==> src/rtl/lppu_pkg.sv <==
// ----------------------------------------------------------------------------
// lppu_pkg
// Shared types and constants for the lossless pixel prediction undo core.
// ----------------------------------------------------------------------------
package lppu_pkg;

  localparam int unsigned SampleW     = 12;
  localparam int unsigned LineWidthW  = 13;
  localparam int unsigned SampleBitsW = 4;
  localparam int unsigned CfgIdxW     = 2;
  localparam int unsigned CfgDataW    = 13;
  localparam int unsigned ModeW       = 2;

  typedef enum logic [CfgIdxW-1:0] {
    CfgLineWidth       = 2'd0,
    CfgSampleBits      = 2'd1,
    CfgFieldInterleave = 2'd2
  } cfg_idx_e;

  typedef enum logic [ModeW-1:0] {
    PredNone     = 2'd0,
    PredLeft     = 2'd1,
    PredGradient = 2'd2,
    PredMedian   = 2'd3
  } pred_mode_e;

  // Per-item control passed from the address stage to reconstruction.
  typedef struct packed {
    pred_mode_e mode;
    logic       col_zero;
    logic       vertical;
    logic       first;
  } lppu_info_t;

endpackage

==> src/rtl/lppu_addr_gen.sv <==
// ----------------------------------------------------------------------------
// lppu_addr_gen
// Raster position tracking: column, finished rows and row slot, giving the
// line store addresses and the control of each accepted item.
// ----------------------------------------------------------------------------
module lppu_addr_gen
  import lppu_pkg::*;
#(
  parameter int unsigned MaxWidth = 4096
) (
  input  logic                          clk_i,
  input  logic                          rst_ni,
  input  logic                          accept_i,
  input  logic                          first_i,
  input  logic [ModeW-1:0]              mode_i,
  input  logic [LineWidthW-1:0]         line_width_i,
  input  logic                          field_interleave_i,
  output logic [$clog2(MaxWidth):0]     raddr_o,
  output logic [$clog2(MaxWidth):0]     waddr_o,
  output lppu_info_t                    info_o
);

  localparam int unsigned ColW = $clog2(MaxWidth);
  localparam int unsigned CmpW = (ColW + 1 > LineWidthW) ? ColW + 1 : LineWidthW;

  logic [ColW-1:0]   column_q, column_d;
  logic [1:0]        rows_q, rows_d;
  logic              slot_q, slot_d;
  pred_mode_e        mode_q, mode_d;

  logic [ColW-1:0]   cur_col;
  logic [1:0]        cur_rows;
  logic              cur_slot;
  logic              vertical;
  logic              src_slot;
  logic [CmpW-1:0]   lw_ext;
  logic [CmpW-1:0]   eff_width;
  logic [CmpW-1:0]   next_col;

  always_comb begin
    cur_col  = first_i ? '0 : column_q;
    cur_rows = first_i ? 2'd0 : rows_q;
    cur_slot = first_i ? 1'b0 : slot_q;
    mode_d   = first_i ? pred_mode_e'(mode_i) : mode_q;

    vertical = field_interleave_i ? (cur_rows == 2'd2) : (cur_rows != 2'd0);
    src_slot = field_interleave_i ? cur_slot : ~cur_slot;

    lw_ext = CmpW'(line_width_i);
    if (lw_ext == '0) begin
      eff_width = CmpW'(1);
    end else if (lw_ext > CmpW'(MaxWidth)) begin
      eff_width = CmpW'(MaxWidth);
    end else begin
      eff_width = lw_ext;
    end

    next_col = CmpW'(cur_col) + CmpW'(1);
    if (next_col >= eff_width) begin
      column_d = '0;
      rows_d   = (cur_rows == 2'd2) ? 2'd2 : cur_rows + 2'd1;
      slot_d   = ~cur_slot;
    end else begin
      column_d = next_col[ColW-1:0];
      rows_d   = cur_rows;
      slot_d   = cur_slot;
    end
  end

  always_ff @(posedge clk_i or negedge rst_ni) begin
    if (!rst_ni) begin
      column_q <= '0;
      rows_q   <= 2'd0;
      slot_q   <= 1'b0;
      mode_q   <= PredNone;
    end else if (accept_i) begin
      column_q <= column_d;
      rows_q   <= rows_d;
      slot_q   <= slot_d;
      mode_q   <= mode_d;
    end
  end

  assign raddr_o = {src_slot, cur_col};
  assign waddr_o = {cur_slot, cur_col};

  assign info_o.mode     = mode_d;
  assign info_o.col_zero = (cur_col == '0);
  assign info_o.vertical = vertical;
  assign info_o.first    = first_i;

endmodule

==> config.mk <==
export PLATFORM = sky130hd
export DESIGN_NAME = lppu_addr_gen
export DESIGN_NICKNAME = d
export VERILOG_FILES = /design/src/rtl/lppu_pkg.sv /design/src/rtl/lppu_addr_gen.sv
export SDC_FILE = /design/constraint.sdc
export NUM_CORES = 1
export LEC_CHECK = 0
export ABC_AREA = 1
export BUFFER_PORTS_ARGS = -buffer_cell sky130_fd_sc_hd__buf_2
export CORE_MARGIN = 2
export CORE_UTILIZATION = 56
export CTS_BUF_LIST = sky130_fd_sc_hd__clkbuf_4 sky130_fd_sc_hd__clkbuf_8 sky130_fd_sc_hd__clkbuf_16
export CTS_CLUSTER_DIAMETER = 30
export DETAILED_ROUTE_END_ITERATION = 12
export GPL_ROUTABILITY_DRIVEN = 0
export GPL_TIMING_DRIVEN = 1
export PLACE_DENSITY_LB_ADDON = 0.2
export SLEW_MARGIN = 20
export SYNTH_ARGS = -nofsm -noshare
export SYNTH_HDL_FRONTEND = slang
export SYNTH_SLANG_ARGS = --single-unit
==> constraint.sdc <==
create_clock -name clk_i -period 4.1 [get_ports clk_i]
set_input_delay 0 -clock clk_i [delete_from_list [all_inputs] [get_ports clk_i]]
set_output_delay 0 -clock clk_i [all_outputs]
set_load 0.005 [all_outputs]
## Yosys cells after proc, flatten, opt, wreduce, memory -nomap -nowiden

Index checks and enable logic that the tools add are counted.

| cells by class | value |
|---|---|
| add/sub/neg operators | 2 |
| $lt $le $gt $ge | 2 |
| equality and inequality tests | 1 |
| mux-type cells | 12 |
| bitwise logic cells | 1 |
| reductions and logical operators | 3 |

Operators by type and width:

| kind | count |
|---|---|
| $mux 13 | 2 |
| $mux 12 | 2 |
| $add 12x1->13 const B | 1 |
| $ge 13x13->1 | 1 |
| $gt 13x13->1 const B | 1 |
| $logic_not 13->1 | 1 |
| $logic_not 12->1 | 1 |
| $mux 2 | 4 |
| $mux 1 | 4 |
| $add 2x1->2 const B | 1 |
| $eq 2x2->1 const B | 1 |
| $reduce_bool 2->1 | 1 |
| $not 1->1 | 1 |

| word-level totals | value |
|---|---|
| bits in registers | 17 |
| output and inout port bits | 31 |

## Longest topological paths before layout

| depth | value |
|---|---|
| depth in word-level cells | 5 |
| depth in mapped cells | 19 |
| depth with buffers taken out | 18 |

## Worst setup path after synthesis

OpenSTA, ideal clock, no wires.

| path | value |
|---|---|
| path type | register to register |
| start point | register column_q[0] |
| end point | register column_q[4] |
| setup time | 0.066 ns |
| arrival time | 2.408 ns |
| path slack | 1.627 ns |
| cell stages (with the launch flop) | 19 |
| path buffers | 1 |
| cells stage by stage | dfrtp_1 -> inv_1 -> nor2_4 -> ha_1 -> nand3_2 -> nor2_1 -> nand4_1 -> nor3_1 -> ha_1 -> nand2_1 -> nor2_1 -> nand2_1 -> inv_1 -> nand2_1 -> nand3_1 -> nor2_1 -> buf_4 -> nand2_1 -> nand2_1 |

| between the ends | value |
|---|---|
| word-level cells in the longest chain between the ends | 4 |

RTL lines:

| element | RTL line | text |
|---|---|---|
| start, declared | lppu_addr_gen.sv:26 | `logic [ColW-1:0] column_q, column_d;` |
| start signal, assigned | lppu_addr_gen.sv:77 | `column_q <= column_d;` |
| $mux 12 * | lppu_addr_gen.sv:41 | `cur_col = first_i ? '0 : column_q;` |
| via raddr_o[0] | lppu_addr_gen.sv:18 | `output logic [$clog2(MaxWidth):0] raddr_o,` |
| $add 12x1->13 * | lppu_addr_gen.sv:58 | `next_col = CmpW'(cur_col) + CmpW'(1);` |
| $ge 13x13->1 | lppu_addr_gen.sv:59 | `if (next_col >= eff_width) begin` |
| $mux 12 * | lppu_addr_gen.sv:59 |  |

Mark *: on every way through the listed nets, which the timed path passes. The rest lies on a longest branch.
A chain may end at the register's enable or synchronous reset.

## Worst setup path in the final report

| path | value |
|---|---|
| start point | register column_q[1] |
| end point | register column_q[9] |

| between the ends | value |
|---|---|
| word-level cells in the longest chain between the ends | 4 |

RTL lines:

| element | RTL line |
|---|---|
| $mux 12 * | lppu_addr_gen.sv:41 |
| $add 12x1->13 * | lppu_addr_gen.sv:58 |
| $ge 13x13->1 | lppu_addr_gen.sv:59 |
| $mux 12 * | lppu_addr_gen.sv:59 |

Mark *: on every way between the ends. The rest lies on a longest branch, timed or not.

==> results_dict.tcl <==
set metrics [dict create \
    grt_start_max_net_pins 18 \
    gr-total-overflow 0 \
    synthTopCellsByArea "dfrtp_1 (24%), nand2_1 (21%), ha_1 (11%)" \
    synth_area_per_cell_um2 6.56 \
    cp_max_fo 12 \
    fin_crit_sh_pct 79.0 \
    finalSetupViolations 0 \
    io_pins 51 \
    portBuffers 50 \
    ys_seq_elements 17 \
    internal_power_uw 254 \
    grt_pass1_wl_mm 6.67 \
    slew_viol_final 0 \
    netlist_top_cells_count "nand2_1 (98), inv_1 (35), nor2_1 (21)" \
    cp-end-kind "register" \
    setup_tns_ns 0 \
    relSlewSlack_pct 44.4 \
    grtUsageMet2_pct 39.8 \
    min_path_type "primary input to register" \
    outcome "finished clean" \
    drive_gt1_share_pct 23.4 \
    hpwlAfterDp_mm 3.14 \
    final_util_pct 64.9 \
    numClockSinks 17 \
    gr-usage-met1_pct 32.2 \
    p_clk_share_pct 24.8 \
    antenna_found_initial 0 \
    fmax_mhz 309 \
    die_h_um 59.8 \
    vias 1660 \
    critPathMaxStageDelay_ns 0.68 \
    path_delay_family "simple AND/OR/NAND/NOR gates" \
    synthArstFlopShare_pct 100 \
    dr.pass1.iters 4 \
    syn2layout_area_growth_pct 11.6 \
    yosys_warnings 0 \
    grt_use_met3_pct 4.98 \
    syn-num-nets 302 \
    finClkSkew_ns 0.0119 \
    grt.total_usage_pct 24.5 \
    busiest_layer "met2" \
    initial_utilization_pct 58.1 \
    total_power_uw 381 \
    synth_top_area_share_pct 24.4 \
    total_leakage_power_nw 1.20 \
    rsz0062_at_grt "no" \
    nNetsFinal 340 \
    path_clk_slew_ns 0.11 \
    p_comb_share_pct 27.5 \
    synth_area_mm2 0.00175 \
    irDropWorstVdd_v 0.000167 \
    clock_latency_ns 0.31 \
    finalCriticalPeriod_ns 3.24 \
    worstSetupPathType "register to register" \
    p_seq_share_pct 47.7 \
    synth-main-ff-cell "dfrtp_1" \
    wl_mm 3.92 \
    dpl_cell_area_mm2 0.00189 \
    synthCells 266 \
    switchingPower_uw 127 \
    synth_edf_count 0 \
    switching_share_pct 33.4 \
    final_area_mm2 0.00195 \
    antenna_cells 0 \
    h-tree-depth 1 \
    powerDensity_mw_per_mm2 195 \
    worstPathArrival_ns 3.49 \
    synth.distinct_cells 24 \
    yosysMostFrequentCell "nand2_1" \
    tritoncts "yes" \
    cts_made_buffers 3 \
    grt_pass1_vias 1520 \
    wl_per_cell_um 11.7 \
    die-area_mm2 0.00358 \
    ys_seq_area_share_pct 24.4 \
    netlist.top_cell.by_area "dfrtp_1" \
    drtAntennaViolNets 0 \
    cp-start-kind "register" \
    cts_resized 0 \
    crit_buf_inv 2 \
    worstMarginPinSlew_ns 0.831 \
    fp-row-count 20 \
    required_ns 4.35 \
    slowest_stage "nor2_1" \
    maxCapViolations 0 \
    worstPathCellList "nand2_2, inv_1, ha_1, nand3_2, nor2_1, nand4_1, nor3_1, ha_1, nand2_1, nor2_1, nand2_1, inv_1, nand2_1, nand3_1, nor2_1, nand2_1, nand2_1" \
    cts_root_buf "clkbuf_4" \
    coreArea_mm2 0.00300 \
    hold_viol 0 \
    drc 0 \
    clock_path_buffers 2 \
    drtIter0Drc 75 \
    die_width_um 59.8 \
    viasPerCell 4.94 \
    critPathMostFrequentCell "nand2_1" \
]
path summary, 6_finish.rpt:
kind | start | slack, ns | cells past startpoint | end
max in group asynchronous | rst_ni | 3.68 | 2 | column_q[8]
hold reg to reg | column_q[0] | 0.49 | 2 | column_q[0]
min in group asynchronous | rst_ni | 0.13 | 2 | column_q[4]
setup reg to reg | column_q[1] | 0.86 | 17 | column_q[9]
hold / removal | accept_i | 0.02 | 3 | slot_q
setup / recovery | column_q[1] | 0.86 | 17 | column_q[9]
repair_timing:
action,4_1_cts,5_1_grt
hold endpoints to repair,19,0
buffers inserted,0,0
hold buffers,3,0
routing by layer:
metal	up-vias	routed length, µm
met5	-	0
met4	0	97
met3	10	210
met2	54	1820
met1	706	1780
li1	890	-
tightest hold or removal path, cell delays in order:
cell and delay, ns:
buf_2 0.14, nand3_1 0.08, nand2_1 0.06
final cells by class:
cell class                      count  area, µm²
Inverter                           38        143
Timing Repair Buffer               53        280
Fill cell                         287       1050
Clock inverter                      1       5.00
Multi-Input combinational cell    191       1030
Clock buffer                        3       22.5
Sequential cell                    17        425
Tap cell                           33       41.3
sequential cells by signal, indices dropped and copies added, names as in the netlist:
| register | count |
|---|---|
| rows_q | 2 |
| column_q | 12 |
| mode_q | 2 |
| slot_q | 1 |
cells by family after synthesis:
kind of cell | after synthesis | synth area share [%]
AND/OR/NAND/NOR | 156 | 40.0
AO/OA/AOI/OAI | 11 | 3.15
buffers and inverters | 58 | 16.6
XOR/XNOR | 8 | 4.44
adder cells (fa/ha/maj) | 16 | 11.5
flip-flops | 17 | 24.4
power by group through the flow:
stage	Sequential (mW)	Clock, mW	Combinational, mW
floorplan	0.184	0	0.0718
global route	0.183	0.110	0.121
finish	0.182	0.0944	0.105
detailed placement	0.185	0	0.103
global placement	0.185	0	0.102
CTS	0.182	0.0978	0.106
cell usage in the layout, fill, tap and decap left out:
cell type	n
dlygate4sd3_1	3
nand3_2	2
nand3_1	13
xnor2_1	2
nor2_4	3
buf_2	50
clkinv_2	1
dfrtp_1	17
inv_1	35
nor2_2	2
a21oi_1	4
clkbuf_4	3
nor2_1	21
nand4_1	6
xor2_1	5
nand2_2	3
nand2_1	98
inv_2	3
nor3_2	2
xnor2_2	1
nor3_4	1
ha_1	16
nor3_1	3
nor4_1	2
o21ai_0	7
metrics by stage:
| stage | cells | hold slack, ns | worst slack (ns) |
|---|---|---|---|
| detailed placement | 329 | -0.0536 | 0.781 |
| global route | 336 | 0.00832 | 0.498 |
| finish | 336 | 0.0218 | 0.862 |
| global placement | 329 | -0.0536 | 0.884 |
| floorplan | 266 | -0.296 | 1.63 |
| CTS | 336 | 0.0129 | 0.854 |
(Power assumes the default switching activity.)
