## src/rtl/lppu_pkg.sv

```systemverilog
// ----------------------------------------------------------------------------
// lppu_pkg
// Shared types and constants for the lossless pixel prediction undo core.
// ----------------------------------------------------------------------------
package lppu_pkg;

  localparam int unsigned SampleW     = 12;
  localparam int unsigned LineWidthW  = 13;
  localparam int unsigned SampleBitsW = 4;
  localparam int unsigned CfgIdxW     = 2;
  localparam int unsigned CfgDataW    = 13;
  localparam int unsigned ModeW       = 2;

  typedef enum logic [CfgIdxW-1:0] {
    CfgLineWidth       = 2'd0,
    CfgSampleBits      = 2'd1,
    CfgFieldInterleave = 2'd2
  } cfg_idx_e;

  typedef enum logic [ModeW-1:0] {
    PredNone     = 2'd0,
    PredLeft     = 2'd1,
    PredGradient = 2'd2,
    PredMedian   = 2'd3
  } pred_mode_e;

  // Per-item control passed from the address stage to reconstruction.
  typedef struct packed {
    pred_mode_e mode;
    logic       col_zero;
    logic       vertical;
    logic       first;
  } lppu_info_t;

endpackage

```

## src/rtl/lppu_recon.sv

```systemverilog
// ----------------------------------------------------------------------------
// lppu_recon
// Reconstruction stage: forms the prediction from left, top and top-left,
// adds the residual, writes the pixel back and holds it for the output.
// ----------------------------------------------------------------------------
module lppu_recon
  import lppu_pkg::*;
#(
  parameter int unsigned AddrW = 13
) (
  input  logic               clk_i,
  input  logic               rst_ni,
  input  logic               load_i,
  input  logic [SampleW-1:0] residual_i,
  input  lppu_info_t         info_i,
  input  logic [AddrW-1:0]   waddr_i,
  input  logic [SampleW-1:0] top_i,
  input  logic [SampleW-1:0] mask_i,
  output logic               ready_o,
  output logic               we_o,
  output logic [AddrW-1:0]   waddr_o,
  output logic [SampleW-1:0] wdata_o,
  output logic               out_valid_o,
  input  logic               out_ready_i,
  output logic [SampleW-1:0] pixel_o
);

  logic                s1_valid_q;
  lppu_info_t          s1_info_q;
  logic [SampleW-1:0]  s1_res_q;
  logic [AddrW-1:0]    s1_addr_q;
  logic [SampleW-1:0]  left_q, above_q;
  logic                out_valid_q;
  logic [SampleW-1:0]  pixel_q;

  logic                fire;
  logic [SampleW-1:0]  l, a, t, lo, hi, pred, pix;
  logic signed [SampleW+1:0] grad;

  assign fire    = s1_valid_q && (!out_valid_q || out_ready_i);
  assign ready_o = !s1_valid_q || fire;

  always_comb begin
    l    = s1_info_q.first ? '0 : left_q;
    a    = s1_info_q.first ? '0 : above_q;
    t    = s1_info_q.vertical ? top_i : '0;
    lo   = (l < t) ? l : t;
    hi   = (l < t) ? t : l;
    grad = $signed({2'b00, l}) + $signed({2'b00, t}) - $signed({2'b00, a});
    if (grad < $signed({2'b00, lo})) begin
      pred = lo;
    end else if (grad > $signed({2'b00, hi})) begin
      pred = hi;
    end else begin
      pred = grad[SampleW-1:0];
    end

    if (s1_info_q.mode == PredNone) begin
      pix = s1_res_q & mask_i;
    end else if (s1_info_q.col_zero) begin
      pix = (t + s1_res_q) & mask_i;
    end else if (!s1_info_q.vertical || s1_info_q.mode == PredLeft) begin
      pix = (l + s1_res_q) & mask_i;
    end else if (s1_info_q.mode == PredGradient) begin
      pix = (l + t - a + s1_res_q) & mask_i;
    end else begin
      pix = (pred + s1_res_q) & mask_i;
    end
  end

  always_ff @(posedge clk_i or negedge rst_ni) begin
    if (!rst_ni) begin
      s1_valid_q  <= 1'b0;
      out_valid_q <= 1'b0;
      left_q      <= '0;
      above_q     <= '0;
    end else begin
      if (load_i) begin
        s1_valid_q <= 1'b1;
      end else if (fire) begin
        s1_valid_q <= 1'b0;
      end
      if (fire) begin
        out_valid_q <= 1'b1;
        left_q      <= pix;
        above_q     <= t;
      end else if (out_ready_i) begin
        out_valid_q <= 1'b0;
      end
    end
  end

  always_ff @(posedge clk_i) begin
    if (load_i) begin
      s1_info_q <= info_i;
      s1_res_q  <= residual_i;
      s1_addr_q <= waddr_i;
    end
    if (fire) begin
      pixel_q <= pix;
    end
  end

  assign we_o        = fire;
  assign waddr_o     = s1_addr_q;
  assign wdata_o     = pix;
  assign out_valid_o = out_valid_q;
  assign pixel_o     = pixel_q;

endmodule

```

## config.mk

```make
export PLATFORM = sky130hd
export DESIGN_NAME = lppu_recon
export DESIGN_NICKNAME = d
export VERILOG_FILES = /design/src/rtl/lppu_pkg.sv /design/src/rtl/lppu_recon.sv
export SDC_FILE = /design/constraint.sdc
export NUM_CORES = 1
export LEC_CHECK = 0
export ABC_AREA = 1
export BUFFER_PORTS_ARGS = -buffer_cell sky130_fd_sc_hd__buf_2
export CAP_MARGIN = 20
export CORE_ASPECT_RATIO = 1.5
export CORE_MARGIN = 1
export CORE_UTILIZATION = 55
export DETAILED_ROUTE_END_ITERATION = 6
export HOLD_SLACK_MARGIN = 0.12
export PLACE_DENSITY = 0.82
export SLEW_MARGIN = 20
export SYNTH_ARGS = -nofsm -noshare
export SYNTH_HDL_FRONTEND = slang
export SYNTH_SLANG_ARGS = --single-unit
```

## constraint.sdc

```tcl
create_clock -name clk_i -period 15.1 [get_ports clk_i]
set_input_delay 1.51 -clock clk_i [delete_from_list [all_inputs] [get_ports clk_i]]
set_output_delay 1.51 -clock clk_i [all_outputs]
set_load 0.02 [all_outputs]
```

* Yosys cells after proc, flatten, opt, wreduce, memory -nomap -nowiden
Cells that the tools add are included.
** Word-level totals
- Bits of input ports :: 58
- Latch bits :: 0
- Word-level logic and storage cells :: 54
- ROM bits :: 0
- Memories kept :: 0
- Register bits :: 68
- Output and inout port bits :: 40
- Memory bits (writable) :: 0
** Cells by class
- Muxes and demuxes :: 15
- Bitwise logic cells :: 5
- Add/sub/neg operators :: 8
- Equality and inequality tests :: 2
- Shift operators :: 0
- Reduce and logical (&&, ||, !) cells :: 10
- Multipliers :: 0
- $lt $le $gt $ge :: 3
- Div/mod/pow operators :: 0
** Operators with widths (count)
- 2-to-1 mux 12 bit :: 11
- adder 12 bit :: 5
- AND 12 bit :: 5
- greater-than comparator 14 x 13 -> 1 bit :: 1
- less-than comparator 14 x 13 -> 1 bit :: 1
- subtractor 13 x 12 -> 14 bit :: 1
- adder 12 x 12 -> 13 bit :: 1
- less-than comparator 12 bit :: 1
- subtractor 12 bit :: 1
- 2-to-1 mux 1 bit :: 4
- nonzero test 2 bit :: 2
- zero test 1 bit :: 3
- logical OR 1 bit :: 3
- == test 2 x 1 -> 1 bit (second input constant) :: 1
- == test 2 bit (second input constant) :: 1
- zero test 2 bit :: 1
- logical AND 1 bit :: 1

* Logic depth before layout (Yosys ltp)
- Word-level depth :: 12
- Depth in mapped cells :: 58

* Worst setup path after synthesis
Ideal clock, no wire load.
- Path kind :: input-to-output
- From :: input port top_i[11]
- To :: output port wdata_o[10]
- Path slack :: 6.523 ns
- Path buffers :: 3
- Data required time :: 13.590 ns
- Data arrival time :: 7.067 ns
- Stages on the path :: 51
- Cells stage by stage :: nand2_1 ha_1 nand2_1 nor4_2 nand2_4 nand2_8 clkbuf_1 clkbuf_1 o21ai_0 ha_1 inv_1 a21oi_1 o21ai_0 nand2_1 nand2_1 nand2_1 nand2_1 nand2_1 (+15 left out) inv_1 a21oi_1 o21bai_1 nand2_1 nand2_1 a21oi_1 nor2_1 o21ai_0 nand2_1 nand2_1 nand2_1 a21oi_1 xor2_1 nand2_1 nand2_1 nand2_1 nand3_1 a21oi_1
** On the way
- Word-level cells in the longest chain between the ends :: 12
- Elaborated cells on any way between the ends :: 16
- Those cells by class :: add/sub (3); order compare (3); mux (9); bitwise (1)
** RTL lines
- start, declared :: line lppu_recon.sv:17 : input logic [SampleW-1:0] top_i,
- 2-to-1 mux 12 bit * :: line lppu_recon.sv:46 : t = s1_info_q.vertical ? top_i : '0;
- adder 12 x 12 -> 13 bit or less-than comparator 12 bit (tied branches) :: line lppu_recon.sv:49, lppu_recon.sv:47, lppu_recon.sv:48
- subtractor 13 x 12 -> 14 bit or 2-to-1 mux 12 bit (tied branches) :: line lppu_recon.sv:49, lppu_recon.sv:48
- greater-than comparator 14 x 13 -> 1 bit :: line lppu_recon.sv:52 : end else if (grad > $signed({2'b00, hi})) begin
- 2-to-1 mux 12 bit :: line lppu_recon.sv:52
- 2-to-1 mux 12 bit * :: line lppu_recon.sv:50 : if (grad < $signed({2'b00, lo})) begin
- adder 12 bit * :: line lppu_recon.sv:67 : pix = (pred + s1_res_q) & mask_i;
- AND 12 bit * :: line lppu_recon.sv:67
- 2-to-1 mux 12 bit * :: line lppu_recon.sv:64 : end else if (s1_info_q.mode == PredGradient) begin
- 2-to-1 mux 12 bit * :: line lppu_recon.sv:62 : end else if (!s1_info_q.vertical || s1_info_q.mode == PredLeft) begin
- 2-to-1 mux 12 bit * :: line lppu_recon.sv:60 : end else if (s1_info_q.col_zero) begin
- 2-to-1 mux 12 bit * :: line lppu_recon.sv:58 : if (s1_info_q.mode == PredNone) begin
- end, declared :: line lppu_recon.sv:22 : output logic [SampleW-1:0] wdata_o,
Mark *: on every way between the ends. The rest lies on a longest branch, timed or not.

* Final worst setup path
- From :: input port top_i[8]
- To :: output port wdata_o[10]
** On the way
- Word-level cells in the longest chain between the ends :: 12
- Elaborated cells on any way between the ends :: 22
- Those cells by class :: add/sub (7); order compare (3); mux (9); bitwise (3)
** RTL lines (line)
- 2-to-1 mux 12 bit * :: lppu_recon.sv:46
- adder 12 x 12 -> 13 bit or less-than comparator 12 bit (tied branches) :: lppu_recon.sv:49, lppu_recon.sv:47, lppu_recon.sv:48
- subtractor 13 x 12 -> 14 bit or 2-to-1 mux 12 bit (tied branches) :: lppu_recon.sv:49, lppu_recon.sv:48
- greater-than comparator 14 x 13 -> 1 bit :: lppu_recon.sv:52
- 2-to-1 mux 12 bit :: lppu_recon.sv:52
- 2-to-1 mux 12 bit :: lppu_recon.sv:50
- adder 12 bit :: lppu_recon.sv:67
- AND 12 bit :: lppu_recon.sv:67
- 2-to-1 mux 12 bit :: lppu_recon.sv:64
- 2-to-1 mux 12 bit :: lppu_recon.sv:62
- 2-to-1 mux 12 bit * :: lppu_recon.sv:60
- 2-to-1 mux 12 bit * :: lppu_recon.sv:58
Marked as above.

==> impl_metrics.ini <==
[drt]
m1WireLength_mm = 7.90
remaining_drc_errors = 3
first_pass_iters = 7
routedWlPerCell_um = 16.0
ant_nets = 0
route.met2.wl_mm = 10.1
drt_iter0_markers = 417
vias = 7094
viasPerCell = 5.59
routed-wl-met3_mm = 1.12
routed_wl_mm = 20.3
top_layer_used = met4

[logic_synthesis]
synth_seq_cells = 68
synth_top_area_cell = edfxtp_1
synth_cell_types = 50
async_flop_share_pct = 38.2
yosys_warnings = 0
synthAdderAreaFrac_pct = 23.3
yosysTopAreaCellShare_pct = 16.6
seq_area_frac_synth_pct = 25.1
netlist_area_sq_mm = 0.00762
synth-simple-area-share_pct = 20.3
yosys_most_used_dff = edfxtp_1
synth_nets = 1189
syn_inst = 1009
yosysMostFrequentCell = nand2_1
synthTopCellsByCount = 235 x nand2_1, 179 x inv_1, 89 x ha_1, 81 x o21ai_0, 68 x a21oi_1
synth.mux.area_fraction_pct = 0.131
synth_edf_count = 42
synthTopCellsByArea = edfxtp_1 17%, ha_1 15%, nand2_1 12%, inv_1 8.8%, fa_1 8.7%
synth_top_family_by_area = adder cells
synth_xor_area_share_pct = 4.14
syn_area_per_cell_sq_um = 7.55
synth_compound_area_share_pct = 16.3

[cts]
cts-root-buf = clkbuf_16
post-cts-setup-buffers = 0
h-tree-depth = 3
clock_sinks = 68
clkTransAtPathRegs_ns = 0.06
cts-resized-gates = 0
holdBufCountCts = 0
clock_latency_ns = 0.34
cts_buffers = 9
cts_max_path_buffers = 2
cts_tree = yes

[pwr]
seqPwrFrac_pct = 15.5
vdd_drop_max_mv = 0.113
p_per_area_mw_per_mm2 = 184
swShare_pct = 52.0
p_leak_nw = 4.48
combPwrFrac_pct = 71.4
p_switching_w = 0.000815
p_int_w = 0.000752
clockPowerShare_pct = 13.0

[setup_path]
crit_arrival_ns = 8.06
path_class = in -> out
path_max_fanout = 17
slowest_delay_ns = 0.64
cp-start-kind = input port
worst_path_most_repeated_cell = nand2_1
crit_slowest_cell = fa_1
endpoint_kind = primary output
crit_required_ns = 13.59
r2r_cells = 44

[die]
ios = 98
die_x_um = 98.1
start_util_pct = 56.3
core_sq_mm = 0.0135
die_area_sq_mm = 0.0143
die_y_um = 146
rows = 52

[global_route]
grt_max_degree = 47
grt_use_total_pct = 29.7
grt_pass1_wl_mm = 33.4
antenna_found_initial = 0
grt_pass1_vias = 7192
overflow = 0

[final_layout]
fin_cells = 1268
antenna_cells = 0
final_util_pct = 63.0
syn_to_final_growth_pct = 11.9
drive_gt1_share_pct = 14.0
fin_nets = 1281
fillers = 1171

[timing]
clock.fmax_mhz = 105
maxSlewViolCount = 0
rsz0062_at_grt = false
relSlewSlack_pct = 44.6
finClkSkew_ns = 0.00889
post-route-period-util_pct = 63.4
max_slew.worst_pin.slew_ns = 0.831
tns_ns = 0
finalHoldViolCount = 0
finalSetupViolCount = 0
period_minus_slack_ns = 9.57

[place]
dpl.hpwl_mm = 16.4
port_buffers = 97
dp.cells = 1252
finalWeightedCongestion = 0.975

[run_status]
violations = DRC
outcome = finished with violations

[worst_hold_path]
worstHoldPathCells = 2
hold_class = reg -> reg

[job]
maxCapViolations = 0
## power by group through the flow
stage	combinational, W	sequential [W]	clock (W)
after CTS	0.00111	0.000243	0.000206
after floorplan	0.000846	0.000252	0
final	0.00112	0.000243	0.000204
after global routing	0.00128	0.000246	0.000213
after detailed placement	0.00109	0.000246	0
after global placement	0.00107	0.000246	0
## state kept, by name, summed over array words and instances (netlist names)
name	count
out_valid_o	1
s1_res_q	12
pixel_o	12
left_q	12
s1_valid_q	1
above_q	12
waddr_o	13
s1_info_q	5
## cell usage in the layout, fill, tap and decap left out, types with 33 or more instances in the layout
master    synthesis  final
a21oi_1          68     68
o21ai_0          81     81
nor2_1           63     63
ha_1             89     89
nand2_1         235    235
edfxtp_1         42     42
fa_1             33     33
buf_2             3     97
inv_1           179    179
## layout make-up
| type | count | area, sq um | share of cell area, % |
|---|---|---|---|
| clock inverter | 6 | 48.8 | 0.572 |
| sequential | 68 | 1910 | 22.4 |
| timing repair buffer | 103 | 531 | 6.22 |
| clock buffer | 10 | 229 | 2.68 |
| multi-input combinational | 732 | 4890 | 57.4 |
| inverter | 187 | 714 | 8.38 |
| tap | 162 | 203 | 2.38 |
## per-stage QoR
stage,total power (W),cell area [sq um],hold WS (ns),worst slack (ns)
after floorplan,0.00110,7620,0.449,6.52
after global placement,0.00132,8250,0.464,5.68
after detailed placement,0.00134,8250,0.466,5.60
after CTS,0.00155,8530,0.483,5.56
after global routing,0.00173,8530,0.507,4.96
final,0.00157,8530,0.486,5.53
## path summary, 6_finish.rpt
kind,from,to,slack (ns)
setup / recovery,top_i[8],wdata_o[10],5.53
min in group asynchronous,rst_ni,above_q[10],1.22
setup reg to reg,s1_info_q[1],pixel_o[10],7.49
max in group asynchronous,rst_ni,left_q[4],13.38
hold / removal,left_q[11],left_q[11],0.49
hold reg to reg,left_q[11],left_q[11],0.49
## logic make-up (layout without fill, tap and decap cells)
family          count (synthesis)  in the layout
fa+ha+maj                     122            122
flops                          68             68
simple gates                  360            360
buf+inv                       209            306
xor+xnor                       36             36
compound gates                213            213
mux                             1              1
## critical path: cells and delay by family
kind                     cells  cell delay (ns)
AO/OA/AOI/OAI                9             1.44
XOR/XNOR                     2             0.39
adder cells (fa/ha/maj)      5             1.76
buffers and inverters        8             0.76
AND/OR/NAND/NOR             22             2.15
## routing by layer
layer | global-route usage [%] | vias up
li1 | - | 3476
met1 | 34.4 | 3282
met2 | 51.7 | 265
met3 | 3.35 | 71
met4 | 19.1 | 0
met5 | 0 | -
Power figures use the tool's default switching activity.
